File: src/design/hte_pkg.sv
// constants, character tables and helper functions shared by the text extractor
`timescale 1ns / 1ps

package hte_pkg;

    typedef logic [7:0] char_t;

    // width of the output cap register
    localparam int MAX_W = 16;
    localparam logic [MAX_W-1:0] MAX_RESET = 16'd32767;

    // longest held entity prefix and most characters one item can emit
    localparam int HOLD_MAX  = 4;
    localparam int MAX_CHARS = 6;

    localparam char_t CH_LT  = 8'h3C;
    localparam char_t CH_GT  = 8'h3E;
    localparam char_t CH_AMP = 8'h26;
    localparam char_t CH_NL  = 8'h0A;
    localparam char_t CH_C   = 8'h63;
    localparam char_t CH_T   = 8'h74;

    // markup literals, lower case, padded to the longest one
    localparam int LIT_DEPTH = 9;
    localparam logic [3:0] LEN_OPEN_SC  = 4'd7;
    localparam logic [3:0] LEN_OPEN_ST  = 4'd6;
    localparam logic [3:0] LEN_CLOSE_SC = 4'd9;
    localparam logic [3:0] LEN_CLOSE_ST = 4'd8;

    localparam char_t LIT_OPEN_SC [LIT_DEPTH] =
        '{8'h3C, 8'h73, 8'h63, 8'h72, 8'h69, 8'h70, 8'h74, 8'h00, 8'h00};
    localparam char_t LIT_OPEN_ST [LIT_DEPTH] =
        '{8'h3C, 8'h73, 8'h74, 8'h79, 8'h6C, 8'h65, 8'h00, 8'h00, 8'h00};
    localparam char_t LIT_CLOSE_SC [LIT_DEPTH] =
        '{8'h3C, 8'h2F, 8'h73, 8'h63, 8'h72, 8'h69, 8'h70, 8'h74, 8'h3E};
    localparam char_t LIT_CLOSE_ST [LIT_DEPTH] =
        '{8'h3C, 8'h2F, 8'h73, 8'h74, 8'h79, 8'h6C, 8'h65, 8'h3E, 8'h00};

    // entity names without the leading ampersand
    localparam int ENT_COUNT = 6;
    localparam int ENT_NAME_LEN = 5;

    localparam char_t ENT_NAME [ENT_COUNT][ENT_NAME_LEN] = '{
        '{8'h61, 8'h6D, 8'h70, 8'h3B, 8'h00},   // amp;
        '{8'h6C, 8'h74, 8'h3B, 8'h00, 8'h00},   // lt;
        '{8'h67, 8'h74, 8'h3B, 8'h00, 8'h00},   // gt;
        '{8'h71, 8'h75, 8'h6F, 8'h74, 8'h3B},   // quot;
        '{8'h6E, 8'h62, 8'h73, 8'h70, 8'h3B},   // nbsp;
        '{8'h23, 8'h33, 8'h39, 8'h3B, 8'h00}    // #39;
    };
    localparam logic [2:0] ENT_LEN [ENT_COUNT] =
        '{3'd4, 3'd3, 3'd3, 3'd5, 3'd5, 3'd4};
    localparam char_t ENT_CHAR [ENT_COUNT] =
        '{8'h26, 8'h3C, 8'h3E, 8'h22, 8'h20, 8'h27};

    typedef struct packed {
        logic       hit;
        logic [2:0] idx;
    } ent_sel_t;

    function automatic char_t to_lower(input char_t c);
        char_t r;
        r = c;
        if (c >= 8'h41 && c <= 8'h5A)
        begin
            r = c + 8'd32;
        end
        return r;
    endfunction

    // which entity starts with this character
    function automatic ent_sel_t entity_of(input char_t c);
        ent_sel_t r;
        r = '0;
        for (int t = 0; t < ENT_COUNT; t++)
        begin
            if (!r.hit && ENT_NAME[t][0] == c)
            begin
                r.hit = 1'b1;
                r.idx = 3'(t);
            end
        end
        return r;
    endfunction

endpackage

File: src/design/hte_if.sv
// handshake channels of the text extractor: body bytes, text results, cap writes
`timescale 1ns / 1ps

interface hte_body_if;
    logic           valid;
    logic           ready;
    hte_pkg::char_t body_byte;
    logic           end_of_body;

    modport source (output valid, output body_byte, output end_of_body, input ready);
    modport sink (input valid, input body_byte, input end_of_body, output ready);
endinterface

interface hte_text_if;
    logic           valid;
    logic           ready;
    hte_pkg::char_t text_char;
    logic           char_valid;
    logic           end_of_text;

    modport source (output valid, output text_char, output char_valid, output end_of_text,
                    input ready);
    modport sink (input valid, input text_char, input char_valid, input end_of_text,
                  output ready);
endinterface

interface hte_cfg_if;
    logic                          valid;
    logic                          ready;
    logic [hte_pkg::MAX_W-1:0]     max_output_chars;

    modport source (output valid, output max_output_chars, input ready);
    modport sink (input valid, input max_output_chars, output ready);
endinterface

File: src/design/html_text_extractor.sv
// html text extractor top level: tag stripping, script/style skipping, entity decode
//
// body carries one html body byte per item, end_of_body marks the final byte.
// text carries the extracted characters one per item; after the final body
// byte a closing item follows with char_valid 0 and end_of_text 1.
// cfg writes the output cap (max_output_chars) and is always ready; write it
// only while no body is in progress and all results have been taken.
// each body byte is parsed in the cycle it is accepted; its results land in a
// small result buffer and appear on text from the next cycle, one per cycle.
// a byte yields zero to seven results (an entity mismatch replays '&' and up
// to four held bytes, plus the byte itself and the closing item), so the
// buffer drain rate sets the throughput: one byte per cycle while each byte
// yields at most one result and text is ready, else body waits for the drain.
// body is ready while no result waits on text or its last result is being taken.
// when text stalls the buffered results hold and body stops taking bytes.
// reset sets the cap to 32767, clears the parser and drops pending results;
// after the final byte the parser and the character count return to reset.
`timescale 1ns / 1ps

module html_text_extractor #(
    parameter int COUNT_WIDTH = 16
) (
    input  logic        clk,
    input  logic        rst_n,
    hte_body_if.sink    body,
    hte_text_if.source  text,
    hte_cfg_if.sink     cfg
);
    import hte_pkg::*;

    localparam int CMP_W = (COUNT_WIDTH > MAX_W) ? COUNT_WIDTH : MAX_W;

    typedef enum logic [2:0] {
        MODE_TEXT,
        MODE_TAG,
        MODE_OPEN,
        MODE_OPEN_SC,
        MODE_OPEN_ST,
        MODE_SKIP_SC,
        MODE_SKIP_ST,
        MODE_ENTITY
    } mode_t;

    // parser state
    mode_t                  mode_reg, mode_next;
    char_t                  hold_reg [HOLD_MAX];
    char_t                  hold_next [HOLD_MAX];
    logic [2:0]             hcnt_reg, hcnt_next;
    logic [3:0]             mp_reg, mp_next;
    logic [COUNT_WIDTH-1:0] cnt_reg, cnt_next;
    logic                   lwn_reg, lwn_next;
    logic [MAX_W-1:0]       max_reg;

    // result buffer
    char_t                  buf_reg [MAX_CHARS];
    char_t                  buf_next [MAX_CHARS];
    logic [2:0]             buf_n_reg, buf_n_next;
    logic [2:0]             rd_reg;
    logic                   end_reg;

    char_t                  c;
    char_t                  lc;
    char_t                  lit_c;
    logic [3:0]             lit_len;
    logic                   last;
    logic                   flush;
    logic                   flush_c;
    logic                   text_go;
    logic                   fin_plain;
    logic                   fin_nl;
    logic                   fin_want;
    char_t                  fin_char;
    ent_sel_t               ent_sel;
    logic [2:0]             f_len;
    logic                   lwn_mid;
    logic [CMP_W-1:0]       cnt_x, max_x, room_cap;
    logic [COUNT_WIDTH-1:0] room_lim;
    logic [2:0]             cap3, lim3, room;
    logic [2:0]             n_cand, n_emit;
    char_t                  fb [MAX_CHARS];

    logic                   body_acc;
    logic                   text_acc;
    logic                   chars_left;
    logic                   last_one;

    assign c    = body.body_byte;
    assign last = body.end_of_body;
    assign lc   = to_lower(c);

    // ---------------- byte parser ----------------
    always_comb
    begin
        mode_next = mode_reg;
        hcnt_next = hcnt_reg;
        mp_next   = mp_reg;
        for (int k = 0; k < HOLD_MAX; k++)
        begin
            hold_next[k] = hold_reg[k];
        end
        flush     = 1'b0;
        flush_c   = 1'b0;
        text_go   = 1'b0;
        fin_plain = 1'b0;
        fin_nl    = 1'b0;
        fin_char  = c;
        lit_c     = LIT_OPEN_SC[mp_reg];
        lit_len   = LEN_OPEN_SC;
        ent_sel   = (hcnt_reg == 3'd0) ? entity_of(c) : entity_of(hold_reg[0]);

        case (mode_reg)
            MODE_TEXT:
            begin
                text_go = 1'b1;
            end
            MODE_TAG:
            begin
                if (c == CH_GT || last)
                begin
                    fin_nl    = 1'b1;
                    mode_next = MODE_TEXT;
                    mp_next   = 4'd0;
                end
            end
            MODE_OPEN, MODE_OPEN_SC, MODE_OPEN_ST:
            begin
                if (mode_reg == MODE_OPEN && mp_reg == 4'd2)
                begin
                    // third byte picks script or style
                    if (lc == CH_C || lc == CH_T)
                    begin
                        mode_next = (lc == CH_C) ? MODE_OPEN_SC : MODE_OPEN_ST;
                        mp_next   = 4'd3;
                        fin_nl    = last;
                    end
                    else if (c == CH_GT || last)
                    begin
                        fin_nl    = 1'b1;
                        mode_next = MODE_TEXT;
                        mp_next   = 4'd0;
                    end
                    else
                    begin
                        mode_next = MODE_TAG;
                    end
                end
                else
                begin
                    if (mode_reg == MODE_OPEN_ST)
                    begin
                        lit_c   = LIT_OPEN_ST[mp_reg];
                        lit_len = LEN_OPEN_ST;
                    end
                    if (mp_reg < lit_len && lc == lit_c)
                    begin
                        if (mp_reg + 4'd1 >= lit_len)
                        begin
                            mode_next = (mode_reg == MODE_OPEN_ST) ? MODE_SKIP_ST : MODE_SKIP_SC;
                            mp_next   = 4'd0;
                        end
                        else
                        begin
                            mp_next = mp_reg + 4'd1;
                            fin_nl  = last;
                        end
                    end
                    else if (c == CH_GT || last)
                    begin
                        fin_nl    = 1'b1;
                        mode_next = MODE_TEXT;
                        mp_next   = 4'd0;
                    end
                    else
                    begin
                        mode_next = MODE_TAG;
                        mp_next   = 4'd0;
                    end
                end
            end
            MODE_SKIP_SC, MODE_SKIP_ST:
            begin
                if (mode_reg == MODE_SKIP_ST)
                begin
                    lit_c   = LIT_CLOSE_ST[mp_reg];
                    lit_len = LEN_CLOSE_ST;
                end
                else
                begin
                    lit_c   = LIT_CLOSE_SC[mp_reg];
                    lit_len = LEN_CLOSE_SC;
                end
                if (mp_reg < lit_len && lc == lit_c)
                begin
                    if (mp_reg + 4'd1 >= lit_len)
                    begin
                        mode_next = MODE_TEXT;
                        mp_next   = 4'd0;
                    end
                    else
                    begin
                        mp_next = mp_reg + 4'd1;
                    end
                end
                else
                begin
                    mp_next = (c == CH_LT) ? 4'd1 : 4'd0;
                end
            end
            MODE_ENTITY:
            begin
                if (ent_sel.hit && hcnt_reg < ENT_LEN[ent_sel.idx] &&
                    c == ENT_NAME[ent_sel.idx][hcnt_reg])
                begin
                    if (hcnt_reg + 3'd1 == ENT_LEN[ent_sel.idx])
                    begin
                        fin_plain = 1'b1;
                        fin_char  = ENT_CHAR[ent_sel.idx];
                        hcnt_next = 3'd0;
                        mode_next = MODE_TEXT;
                    end
                    else
                    begin
                        hold_next[hcnt_reg[1:0]] = c;
                        hcnt_next = hcnt_reg + 3'd1;
                        // entity cut off by the end of the body: replay it with this byte
                        flush   = last;
                        flush_c = last;
                    end
                end
                else
                begin
                    flush   = 1'b1;
                    text_go = 1'b1;
                end
            end
            default:
            begin
                mode_next = MODE_TEXT;
            end
        endcase

        if (flush)
        begin
            mode_next = MODE_TEXT;
            hcnt_next = 3'd0;
        end

        if (text_go)
        begin
            if (c == CH_LT)
            begin
                if (last)
                begin
                    fin_nl    = 1'b1;
                    mode_next = MODE_TEXT;
                    mp_next   = 4'd0;
                end
                else
                begin
                    mode_next = MODE_OPEN;
                    mp_next   = 4'd1;
                end
            end
            else if (c == CH_AMP)
            begin
                if (last)
                begin
                    fin_plain = 1'b1;
                end
                else
                begin
                    mode_next = MODE_ENTITY;
                    hcnt_next = 3'd0;
                end
            end
            else
            begin
                fin_plain = 1'b1;
            end
        end
    end

    // ---------------- emit with output cap ----------------
    always_comb
    begin
        cnt_x    = CMP_W'(cnt_reg);
        max_x    = CMP_W'(max_reg);
        room_cap = (cnt_x < max_x) ? (max_x - cnt_x) : '0;
        room_lim = ~cnt_reg;
        cap3     = (room_cap >= CMP_W'(7)) ? 3'd7 : room_cap[2:0];
        lim3     = (room_lim >= COUNT_WIDTH'(7)) ? 3'd7 : room_lim[2:0];
        room     = (cap3 < lim3) ? cap3 : lim3;

        f_len    = flush ? (3'd1 + hcnt_reg + {2'b00, flush_c}) : 3'd0;
        // replayed bytes are never newlines, so any emitted replay clears the flag
        lwn_mid  = (f_len != 3'd0 && room != 3'd0) ? 1'b0 : lwn_reg;
        fin_want = fin_plain | (fin_nl & ~lwn_mid);
        n_cand   = f_len + {2'b00, fin_want};
        n_emit   = (n_cand < room) ? n_cand : room;

        fb[0] = CH_AMP;
        for (int k = 1; k < MAX_CHARS; k++)
        begin
            fb[k] = c;
            if (k - 1 < HOLD_MAX)
            begin
                if (3'(k - 1) < hcnt_reg)
                begin
                    fb[k] = hold_reg[k - 1];
                end
            end
        end
        for (int k = 0; k < MAX_CHARS; k++)
        begin
            buf_next[k] = (3'(k) < f_len) ? fb[k] : (fin_nl ? CH_NL : fin_char);
        end
        buf_n_next = n_emit;

        if (last)
        begin
            cnt_next = '0;
            lwn_next = 1'b0;
        end
        else
        begin
            cnt_next = cnt_reg + COUNT_WIDTH'(n_emit);
            if (n_emit == 3'd0)
            begin
                lwn_next = lwn_reg;
            end
            else if (n_emit > f_len)
            begin
                lwn_next = fin_nl | (fin_char == CH_NL);
            end
            else
            begin
                lwn_next = 1'b0;
            end
        end
    end

    // ---------------- handshakes ----------------
    assign chars_left = rd_reg < buf_n_reg;
    assign last_one   = chars_left ? ((3'(rd_reg + 3'd1) == buf_n_reg) && !end_reg) : end_reg;

    assign text.valid       = chars_left | end_reg;
    assign text.text_char   = chars_left ? buf_reg[rd_reg] : 8'h00;
    assign text.char_valid  = chars_left;
    assign text.end_of_text = !chars_left && end_reg;

    assign body.ready = !text.valid || (last_one && text.ready);
    assign cfg.ready  = 1'b1;

    assign body_acc = body.valid && body.ready;
    assign text_acc = text.valid && text.ready;

    always_ff @(posedge clk or negedge rst_n)
    begin
        if (!rst_n)
        begin
            mode_reg  <= MODE_TEXT;
            hcnt_reg  <= 3'd0;
            mp_reg    <= 4'd0;
            cnt_reg   <= '0;
            lwn_reg   <= 1'b0;
            max_reg   <= MAX_RESET;
            buf_n_reg <= 3'd0;
            rd_reg    <= 3'd0;
            end_reg   <= 1'b0;
        end
        else
        begin
            if (cfg.valid)
            begin
                max_reg <= cfg.max_output_chars;
            end
            if (body_acc)
            begin
                mode_reg  <= last ? MODE_TEXT : mode_next;
                hcnt_reg  <= last ? 3'd0 : hcnt_next;
                mp_reg    <= last ? 4'd0 : mp_next;
                cnt_reg   <= cnt_next;
                lwn_reg   <= lwn_next;
                buf_n_reg <= buf_n_next;
                rd_reg    <= 3'd0;
                end_reg   <= last;
            end
            else if (text_acc)
            begin
                if (chars_left)
                begin
                    rd_reg <= rd_reg + 3'd1;
                end
                else
                begin
                    end_reg <= 1'b0;
                end
            end
        end
    end

    always_ff @(posedge clk)
    begin
        if (body_acc)
        begin
            for (int k = 0; k < HOLD_MAX; k++)
            begin
                hold_reg[k] <= hold_next[k];
            end
            for (int k = 0; k < MAX_CHARS; k++)
            begin
                buf_reg[k] <= buf_next[k];
            end
        end
    end

    // ---------------- checks ----------------
    a_read_in_range: assert property (@(posedge clk) disable iff (!rst_n)
        rd_reg <= buf_n_reg && buf_n_reg <= 3'(MAX_CHARS))
        else $error("result buffer read index past fill");

    a_hold_only_in_entity: assert property (@(posedge clk) disable iff (!rst_n)
        mode_reg != MODE_ENTITY |-> hcnt_reg == 3'd0)
        else $error("held entity bytes outside entity mode");

    a_end_resets: assert property (@(posedge clk) disable iff (!rst_n)
        body_acc && last |=> end_reg && mode_reg == MODE_TEXT && cnt_reg == '0 && !lwn_reg)
        else $error("final byte did not return parser to reset");

    a_skip_progress: assert property (@(posedge clk) disable iff (!rst_n)
        (mode_reg == MODE_SKIP_SC || mode_reg == MODE_SKIP_ST) |-> mp_reg < LEN_CLOSE_SC)
        else $error("close tag match progress out of range");

    a_no_load_over_pending: assert property (@(posedge clk) disable iff (!rst_n)
        body_acc && text.valid |-> last_one && text_acc)
        else $error("item accepted over unread results");

endmodule

File: src/flat_wrapper.sv
// flat-port wrapper written by rule: the top's interface ports become plain ports
module html_text_extractor_flat import hte_pkg::*;
#(
    parameter int COUNT_WIDTH = 16
)
  (clk, rst_n, body_valid, body_body_byte, body_end_of_body, body_ready, text_valid, text_text_char, text_char_valid, text_end_of_text, text_ready, cfg_valid, cfg_max_output_chars, cfg_ready);
  hte_body_if body_i ();
  hte_text_if text_i ();
  hte_cfg_if cfg_i ();
  input  logic clk;
  input  logic rst_n;
  input wire logic [$bits(body_i.valid)-1:0] body_valid;
  input wire logic [$bits(body_i.body_byte)-1:0] body_body_byte;
  input wire logic [$bits(body_i.end_of_body)-1:0] body_end_of_body;
  output wire logic [$bits(body_i.ready)-1:0] body_ready;
  output wire logic [$bits(text_i.valid)-1:0] text_valid;
  output wire logic [$bits(text_i.text_char)-1:0] text_text_char;
  output wire logic [$bits(text_i.char_valid)-1:0] text_char_valid;
  output wire logic [$bits(text_i.end_of_text)-1:0] text_end_of_text;
  input wire logic [$bits(text_i.ready)-1:0] text_ready;
  input wire logic [$bits(cfg_i.valid)-1:0] cfg_valid;
  input wire logic [$bits(cfg_i.max_output_chars)-1:0] cfg_max_output_chars;
  output wire logic [$bits(cfg_i.ready)-1:0] cfg_ready;
  assign body_i.valid = body_valid;
  assign body_i.body_byte = body_body_byte;
  assign body_i.end_of_body = body_end_of_body;
  assign body_ready = body_i.ready;
  assign text_valid = text_i.valid;
  assign text_text_char = text_i.text_char;
  assign text_char_valid = text_i.char_valid;
  assign text_end_of_text = text_i.end_of_text;
  assign text_i.ready = text_ready;
  assign cfg_i.valid = cfg_valid;
  assign cfg_i.max_output_chars = cfg_max_output_chars;
  assign cfg_ready = cfg_i.ready;
  html_text_extractor #(.COUNT_WIDTH(COUNT_WIDTH)) u_core (.clk(clk), .rst_n(rst_n), .body(body_i), .text(text_i), .cfg(cfg_i));
endmodule
File: config.mk
export PLATFORM = sky130hd
export DESIGN_NAME = html_text_extractor_flat
export DESIGN_NICKNAME = d
export VERILOG_FILES = /design/src/design/hte_pkg.sv /design/src/design/hte_if.sv /design/src/design/html_text_extractor.sv /design/src/flat_wrapper.sv
export SDC_FILE = /design/constraint.sdc
export NUM_CORES = 1
export LEC_CHECK = 0
export ABC_AREA = 1
export BUFFER_PORTS_ARGS = -buffer_cell sky130_fd_sc_hd__buf_2
export CAP_MARGIN = 40
export CORE_MARGIN = 3
export CORE_UTILIZATION = 40
export DETAILED_ROUTE_END_ITERATION = 6
export PLACE_DENSITY = 0.62
export SYNTH_ARGS = -nofsm -noshare
export SYNTH_HDL_FRONTEND = slang
export SYNTH_SLANG_ARGS = --single-unit
File: constraint.sdc
create_clock -name clk -period 6.8 [get_ports clk]
set_input_delay 0.34 -clock clk [delete_from_list [all_inputs] [get_ports clk]]
set_output_delay 0.34 -clock clk [all_outputs]
set_load 0.1 [all_outputs]
## Word level (Yosys, flattened, before mapping)

Memories as Yosys holds them, arrays and structs flattened.
Cells that the tools add are included.

- Output and inout bits: 13
- Memories kept: 9
- Register bits: 50
- Word-level logic and storage cells: 292
- Bits in read-only memories: 920
- Bits in writable memories: 80
- Input port bits: 30

Memories:

| name | depth | width | rd ports | clocked after memory_dff | wr ports | line | text |
|---|---|---|---|---|---|---|---|
| (name not given) | 8 | 40 | 1 | 0 | 0 | html_text_extractor.sv:212 | `c == ENT_NAME[ent_sel.idx][hcnt_reg])` |
| (name not given) | 16 | 8 | 1 | 0 | 0 | html_text_extractor.sv:151 | `lit_c = LIT_OPEN_ST[mp_reg];` |
| (name not given) | 16 | 8 | 1 | 0 | 0 | html_text_extractor.sv:184 | `lit_c = LIT_CLOSE_ST[mp_reg];` |
| (name not given) | 16 | 8 | 1 | 0 | 0 | html_text_extractor.sv:189 | `lit_c = LIT_CLOSE_SC[mp_reg];` |
| (name not given) | 16 | 8 | 1 | 0 | 0 | html_text_extractor.sv:107 | `lit_c = LIT_OPEN_SC[mp_reg];` |
| (name not given) | 8 | 8 | 1 | 0 | 0 | html_text_extractor.sv:217 | `fin_char = ENT_CHAR[ent_sel.idx];` |
| 3 more memories | - | - | - | - | - | - |  |

- Magnitude comparators: 29
- Reductions and logical operators: 51
- $add $sub $neg: 8
- Bitwise gates (word level): 10
- Equality and inequality tests: 33
- Mux-type cells: 143

Operators by type and width:

| cell | number |
|---|---|
| 2-to-1 mux 8 bit | 34 |
| 2-to-1 mux 4 bit | 26 |
| 2-to-1 mux 3 bit | 33 |
| 2-to-1 mux 32 bit | 3 |
| == test 7 x 8 -> 1 bit (first input constant) | 10 |
| 2-to-1 mux 40 bit | 2 |
| 2-to-1 mux 1 bit | 35 |
| bitwise mux 32 bit | 1 |
| >= comparator 16 x 3 -> 1 bit (second input constant) | 2 |
| 2-to-1 mux 16 bit | 2 |
| binary-select mux 8 bit (select 3 bit) | 1 |
| == test 8 x 6 -> 1 bit (second input constant) | 3 |
| == test 8 bit | 3 |
| logical AND 1 bit | 23 |
| adder 16 x 3 -> 16 bit | 1 |
| demux 8 bit (select 2 bit) | 1 |
| == test 6 x 8 -> 1 bit (first input constant) | 2 |
| == test 8 x 7 -> 1 bit (second input constant) | 2 |
| less-than comparator 16 bit | 1 |
| NOT 16 bit | 1 |
| subtractor 16 bit | 1 |
| logical NOT 1 bit | 13 |
| == test 3 bit (second input constant) | 4 |
| less-than comparator 1 x 3 -> 1 bit (first input constant) | 4 |
| 40 further kinds | 66 |

## Longest topological paths before layout

An unclocked memory read counts as a cell.

- Word-level depth: 45
- Gate-level depth with buffers: 55

## Least setup slack after synthesis

No wires, ideal clock.

- Path kind: register to register
- Start: register u_core.hcnt_reg[0]
- End: register u_core.cnt_reg[10]
- Path slack: -0.343 ns
- Stages on the path, launching flop included: 52
- Path buffers: 1
- Library setup time: 0.088 ns
- Period minus slack after synthesis: 7.143 ns
- Arrival: 7.055 ns
- Cells stage by stage: dfrtp_1 -> clkinv_1 -> ha_1 -> inv_1 -> nor2_2 -> o21ai_0 -> inv_1 -> ha_1 -> inv_1 -> nand2_2 -> ha_1 -> inv_1 -> o21ai_0 -> a21oi_1 -> nand3_1 -> nor2_1 -> nand3_1 -> nor2_1 -> [16 not listed] -> a21oi_1 -> nand2_1 -> nand2_1 -> nand2_1 -> inv_1 -> ha_1 -> inv_1 -> fa_1 -> nor2_1 -> nor2_1 -> nor2_1 -> inv_1 -> nor2_1 -> nand2_1 -> nor2_1 -> inv_1 -> o21ai_0 -> nor3b_1

- Cells in the longest elaborated chain, start to end: 26

RTL lines:

| item | line | text |
|---|---|---|
| from (decl) | html_text_extractor.sv:48 | `logic [2:0] hcnt_reg, hcnt_next;` |
| from (signal assigned) | html_text_extractor.sv:380 | `hcnt_reg <= last ? 3'd0 : hcnt_next;` |
| logical NOT 3 bit | html_text_extractor.sv:109 | `ent_sel = (hcnt_reg == 3'd0) ? entity_of(c) : entity_of(hold_reg[0]);` |
| 2-to-1 mux 4 bit | html_text_extractor.sv:109 |  |
| NOT 3 -> 4 bit (not written as such) | html_text_extractor.sv:211, html_text_extractor.sv:212, html_text_extractor.sv:214 |  |
| memory (8 x 40 bit) | - |  |
| 2-to-1 mux 40 bit (not written as such) (2 in series) | html_text_extractor.sv:212 |  |
| binary-select mux 8 bit (select 3 bit) | html_text_extractor.sv:212 |  |
| 2-to-1 mux 8 bit (not written as such) (2 in series) | html_text_extractor.sv:212 |  |
| == test 8 bit | html_text_extractor.sv:212 |  |
| [9 not listed] | - |  |
| AND 1 bit | html_text_extractor.sv:297 | `fin_want = fin_plain \| (fin_nl & ~lwn_mid);` |
| OR 1 bit | html_text_extractor.sv:297 |  |
| adder 3 x 1 -> 3 bit (*) | html_text_extractor.sv:298 | `n_cand = f_len + {2'b00, fin_want};` |
| less-than comparator 3 bit | html_text_extractor.sv:299 | `n_emit = (n_cand < room) ? n_cand : room;` |
| 2-to-1 mux 3 bit (*) | html_text_extractor.sv:299 |  |
| net u_core.buf_n_next[0] | html_text_extractor.sv:57 | `logic [2:0] buf_n_reg, buf_n_next;` |
| adder 16 x 3 -> 16 bit (*) | html_text_extractor.sv:326 | `cnt_next = cnt_reg + COUNT_WIDTH'(n_emit);` |
| 2-to-1 mux 16 bit (*) | html_text_extractor.sv:319 | `if (last)` |
| to (signal assigned) | html_text_extractor.sv:382 | `cnt_reg <= cnt_next;` |
| to (decl) | html_text_extractor.sv:50 | `logic [COUNT_WIDTH-1:0] cnt_reg, cnt_next;` |

The timed path passes the listed nets; every way through them passes the cells marked *. The select of a mux whose other input is x is not followed.
A chain may end at the register's enable or synchronous reset.

## Worst setup path in the final report

- Start: register u_core.hcnt_reg[0]
- End: register u_core.cnt_reg[14]

Same word-level chain as after synthesis.

==> summary.md <==
| Metric | Value |
|---|---|
| Final Hold Violating Endpoints | 0 |
| Crit path from | u_core.hcnt_reg[0] |
| CTS tree | done |
| Number of flops mapped to enable cells by yosys | 80 |
| Fillers | 2416 |
| Final number of setup-violating endpoints | 0 |
| Clk_lat worst skew | 0.43 ns |
| Finished Layout Cells | 1872 |
| Power Dens Cells | 391 nW/um^2 |
| Ys async rst share | 0.385 |
| Max Cap Violations | 0 |
| N_diodes | 0 |
| Hold WC Path Type | in -> async |
| Fmax | 151 MHz |
| Synth top area cells | edfxtp_1, nand2_1, dfrtp_1 |
| Crit-path max cell delay | 0.43 ns |
| Crit path arrival time | 6.91 ns |
| Synth unique cells | 53 |
| Bufs and invs on worst path | 11 |
| Global-route wire length before repair | 47800 um |
| CP Launch Type | register |
| RSZ-0062 raised after global routing | yes |
| Gpl congestion | 0.996 |
| Initial Util | 0.411 |
| Family with the most delay on the worst path | simple AND/OR/NAND/NOR gates |
| Leakage | 5.72 nW |
| Final setup margin | 0.188 ns |
| Row count | 57 |
| GRT met2 Usage | 0.346 |
| Hpwl dp | 22600 um |
| Critical path endpoint | u_core.cnt_reg[14] |
| Cell with the most instances after synthesis | nand2_1 |
| Die X-Extent | 165 um |
| Routed Antenna Nets | 0 |
| #FFs+latches synth | 130 |
| Outcome | complete, no violations |
| Synthesized Nets | 1502 |
| Crit share post-route | 0.972 |
| Vias | 9917 |
| Vias in the first global route | 9232 |
| I/O pin count | 43 |
| Initial drt markers | 857 |
| Placed Cells | 1820 |
| Die area | 27100 um^2 |
| Pins Over Slew Limit | 0 |
| Avg Inst Size Synth | 7.14 um^2 |
| Req. time, crit path | 7.10 ns |
| WL/cell | 16.1 um |
| Drt drc | 0 |
| Mapped Area | 10100 um^2 |
| CP max-delay cell | dfrtp_2 |
| Met3 GRT Util | 0.0283 |
| Clk root buf | clkbuf_16 |
| Clock transition at path regs | 0.06 ns |
| Buffers on Ports | 41 |
| Synth Instances | 1411 |
| Core area | 24500 um^2 |
| Share of cells above drive strength 1 | 0.203 |
| CP Capture Type | register |
| Reg-to-Reg End | u_core.cnt_reg[14] |
| Dpl ws | -0.160 ns |
| CTS HTree Levels | 4 |
| R2R setup slack | 0.19 ns |
| Total clock sinks | 130 |
| Clock tree buffer depth | 2 |
| Number of cells on the worst reg-to-reg path | 52 |
| Max FFs per register | 48 |
| Grt ovf | 0 |
| Synth area leader | edfxtp_1 |
| Commonest cells in the netlist | nand2_1, inv_1, nor2_1, o21ai_0, edfxtp_1 |
| Routed WL | 30100 um |
| Area Growth Syn to Fin | 21.4% |
| Crit path depth | 52 |
| Worst r2r src | u_core.hcnt_reg[0] |
| Minimum clock period | 6.61 ns |
| Pre-antenna DRT Iters | 5 |
| Crit-path max FO | 5 |
| Largest net degree at the start of global routing | 54 |
| Slew headroom | 0.375 |
| Critical path type | reg -> reg |
| Die height | 165 um |
| Yosys warning count | 0 |
| Via-to-Cell Ratio | 5.30 |
| Nets | 1627 |
| Cts bufs inserted | 17 |
| Initial antenna violation count | 0 |
| Top_reg_cell synth | edfxtp_1 |
| Busiest grt layer | met2 |
| GRT Overall Usage | 0.223 |
| Post-synthesis sequential area ratio | 0.364 |
| Met1 usage | 0.321 |
| Least-Margin Pin Slew | 0.934 ns |
| Post-synth top area share | 0.238 |
| Clock Skew | 0.0119 ns |
| Max VDD drop | 0.639 mV |
## what timing repair did
| item | 4_1_cts | 5_1_grt |
|---|---|---|
| resized for setup | 10 | 90 |
| pin swaps | 9 | 43 |
| setup buffers | 11 | 15 |
| gates cloned | 0 | 0 |
| endpoints found under the setup margin | 5 | 13 |
| hold buffers | 0 | 0 |
## routing by layer
layer  share of wire  vias up
li1                -     4946
met1            0.47     4583
met2            0.45      334
met3           0.059       54
met4           0.025        0
met5               0        -
## worst min path at each step
| stage | start | endpoint | slack (ns) | cells past startpoint |
|---|---|---|---|---|
| after floorplan | rst_n | u_core.buf_n_reg[0] | 0.04 | 0 |
| after global placement | u_core.buf_n_reg[0] | u_core.buf_n_reg[0] | 0.48 | 2 |
| after detailed placement | u_core.buf_n_reg[0] | u_core.buf_n_reg[0] | 0.48 | 2 |
| after CTS | rst_n | u_core.mp_reg[2] | 0.06 | 2 |
| after global routing | rst_n | u_core.mp_reg[3] | 0.11 | 2 |
| final | rst_n | u_core.mp_reg[2] | 0.04 | 2 |
## cell type report
type | instances | area, um^2 | share of cell area
flip-flops and latches | 130 | 3670 | 0.300
well taps | 324 | 405 | 0.0331
multi-input cells | 1051 | 5870 | 0.479
inverters | 196 | 746 | 0.0609
clock buffers | 18 | 429 | 0.0351
clock inverters | 13 | 153 | 0.0125
repair buffers | 140 | 963 | 0.0787
## logic make-up after synthesis
| kind of cell | count (synthesis) | share of synthesized area |
|---|---|---|
| simple gates | 698 | 0.291 |
| other cells | 1 | 0.000372 |
| compound gates | 258 | 0.144 |
| mux | 14 | 0.0156 |
| buf+inv | 230 | 0.0903 |
| fa+ha+maj | 61 | 0.0772 |
| flops | 130 | 0.364 |
| xor+xnor | 19 | 0.0165 |
## metrics by stage
stage	hold WS [ns]	power, mW	instance area, um^2	setup TNS, ns	util
floorplan	0.0444	3.09	10100	0	-
global placement	0.478	3.73	11100	0	0.454
detailed placement	0.482	3.74	11100	-0.367	0.454
CTS	0.0647	4.68	11800	0	0.482
global route	0.109	5.15	12200	-1.44	0.499
finish	0.0406	4.79	12200	0	0.499
## power by group
part	switching (mW)	internal [mW]
clock	0.374	0.546
sequential	0.0964	1.06
combinational	1.96	0.759
## cells in the final DEF (no fill, tap or decap), drive strengths merged, types with 3 or more instances in the layout
| cell type | Yosys | routed |
|---|---|---|
| a31oi | 3 | 3 |
| mux2 | 14 | 14 |
| nand4 | 22 | 22 |
| ha | 59 | 59 |
| o21ai | 137 | 137 |
| nand2 | 398 | 398 |
| nor2 | 162 | 162 |
| and2 | 5 | 5 |
| clkbuf | 22 | 18 |
| nand3 | 78 | 78 |
| xnor2 | 7 | 7 |
| dfstp | 15 | 15 |
| dfrtp | 35 | 35 |
| buf | 12 | 140 |
| nor4 | 3 | 3 |
| xor2 | 12 | 12 |
| o2111ai | 4 | 4 |
| inv | 190 | 196 |
| a211oi | 4 | 4 |
| o211ai | 23 | 23 |
| and3 | 3 | 3 |
| o22ai | 26 | 26 |
| a21oi | 50 | 50 |
| nor3 | 19 | 19 |
| edfxtp | 80 | 80 |
| clkinv | 6 | 9 |
| nor3b | 4 | 4 |
Note: power is estimated with default switching activity, not from simulation.
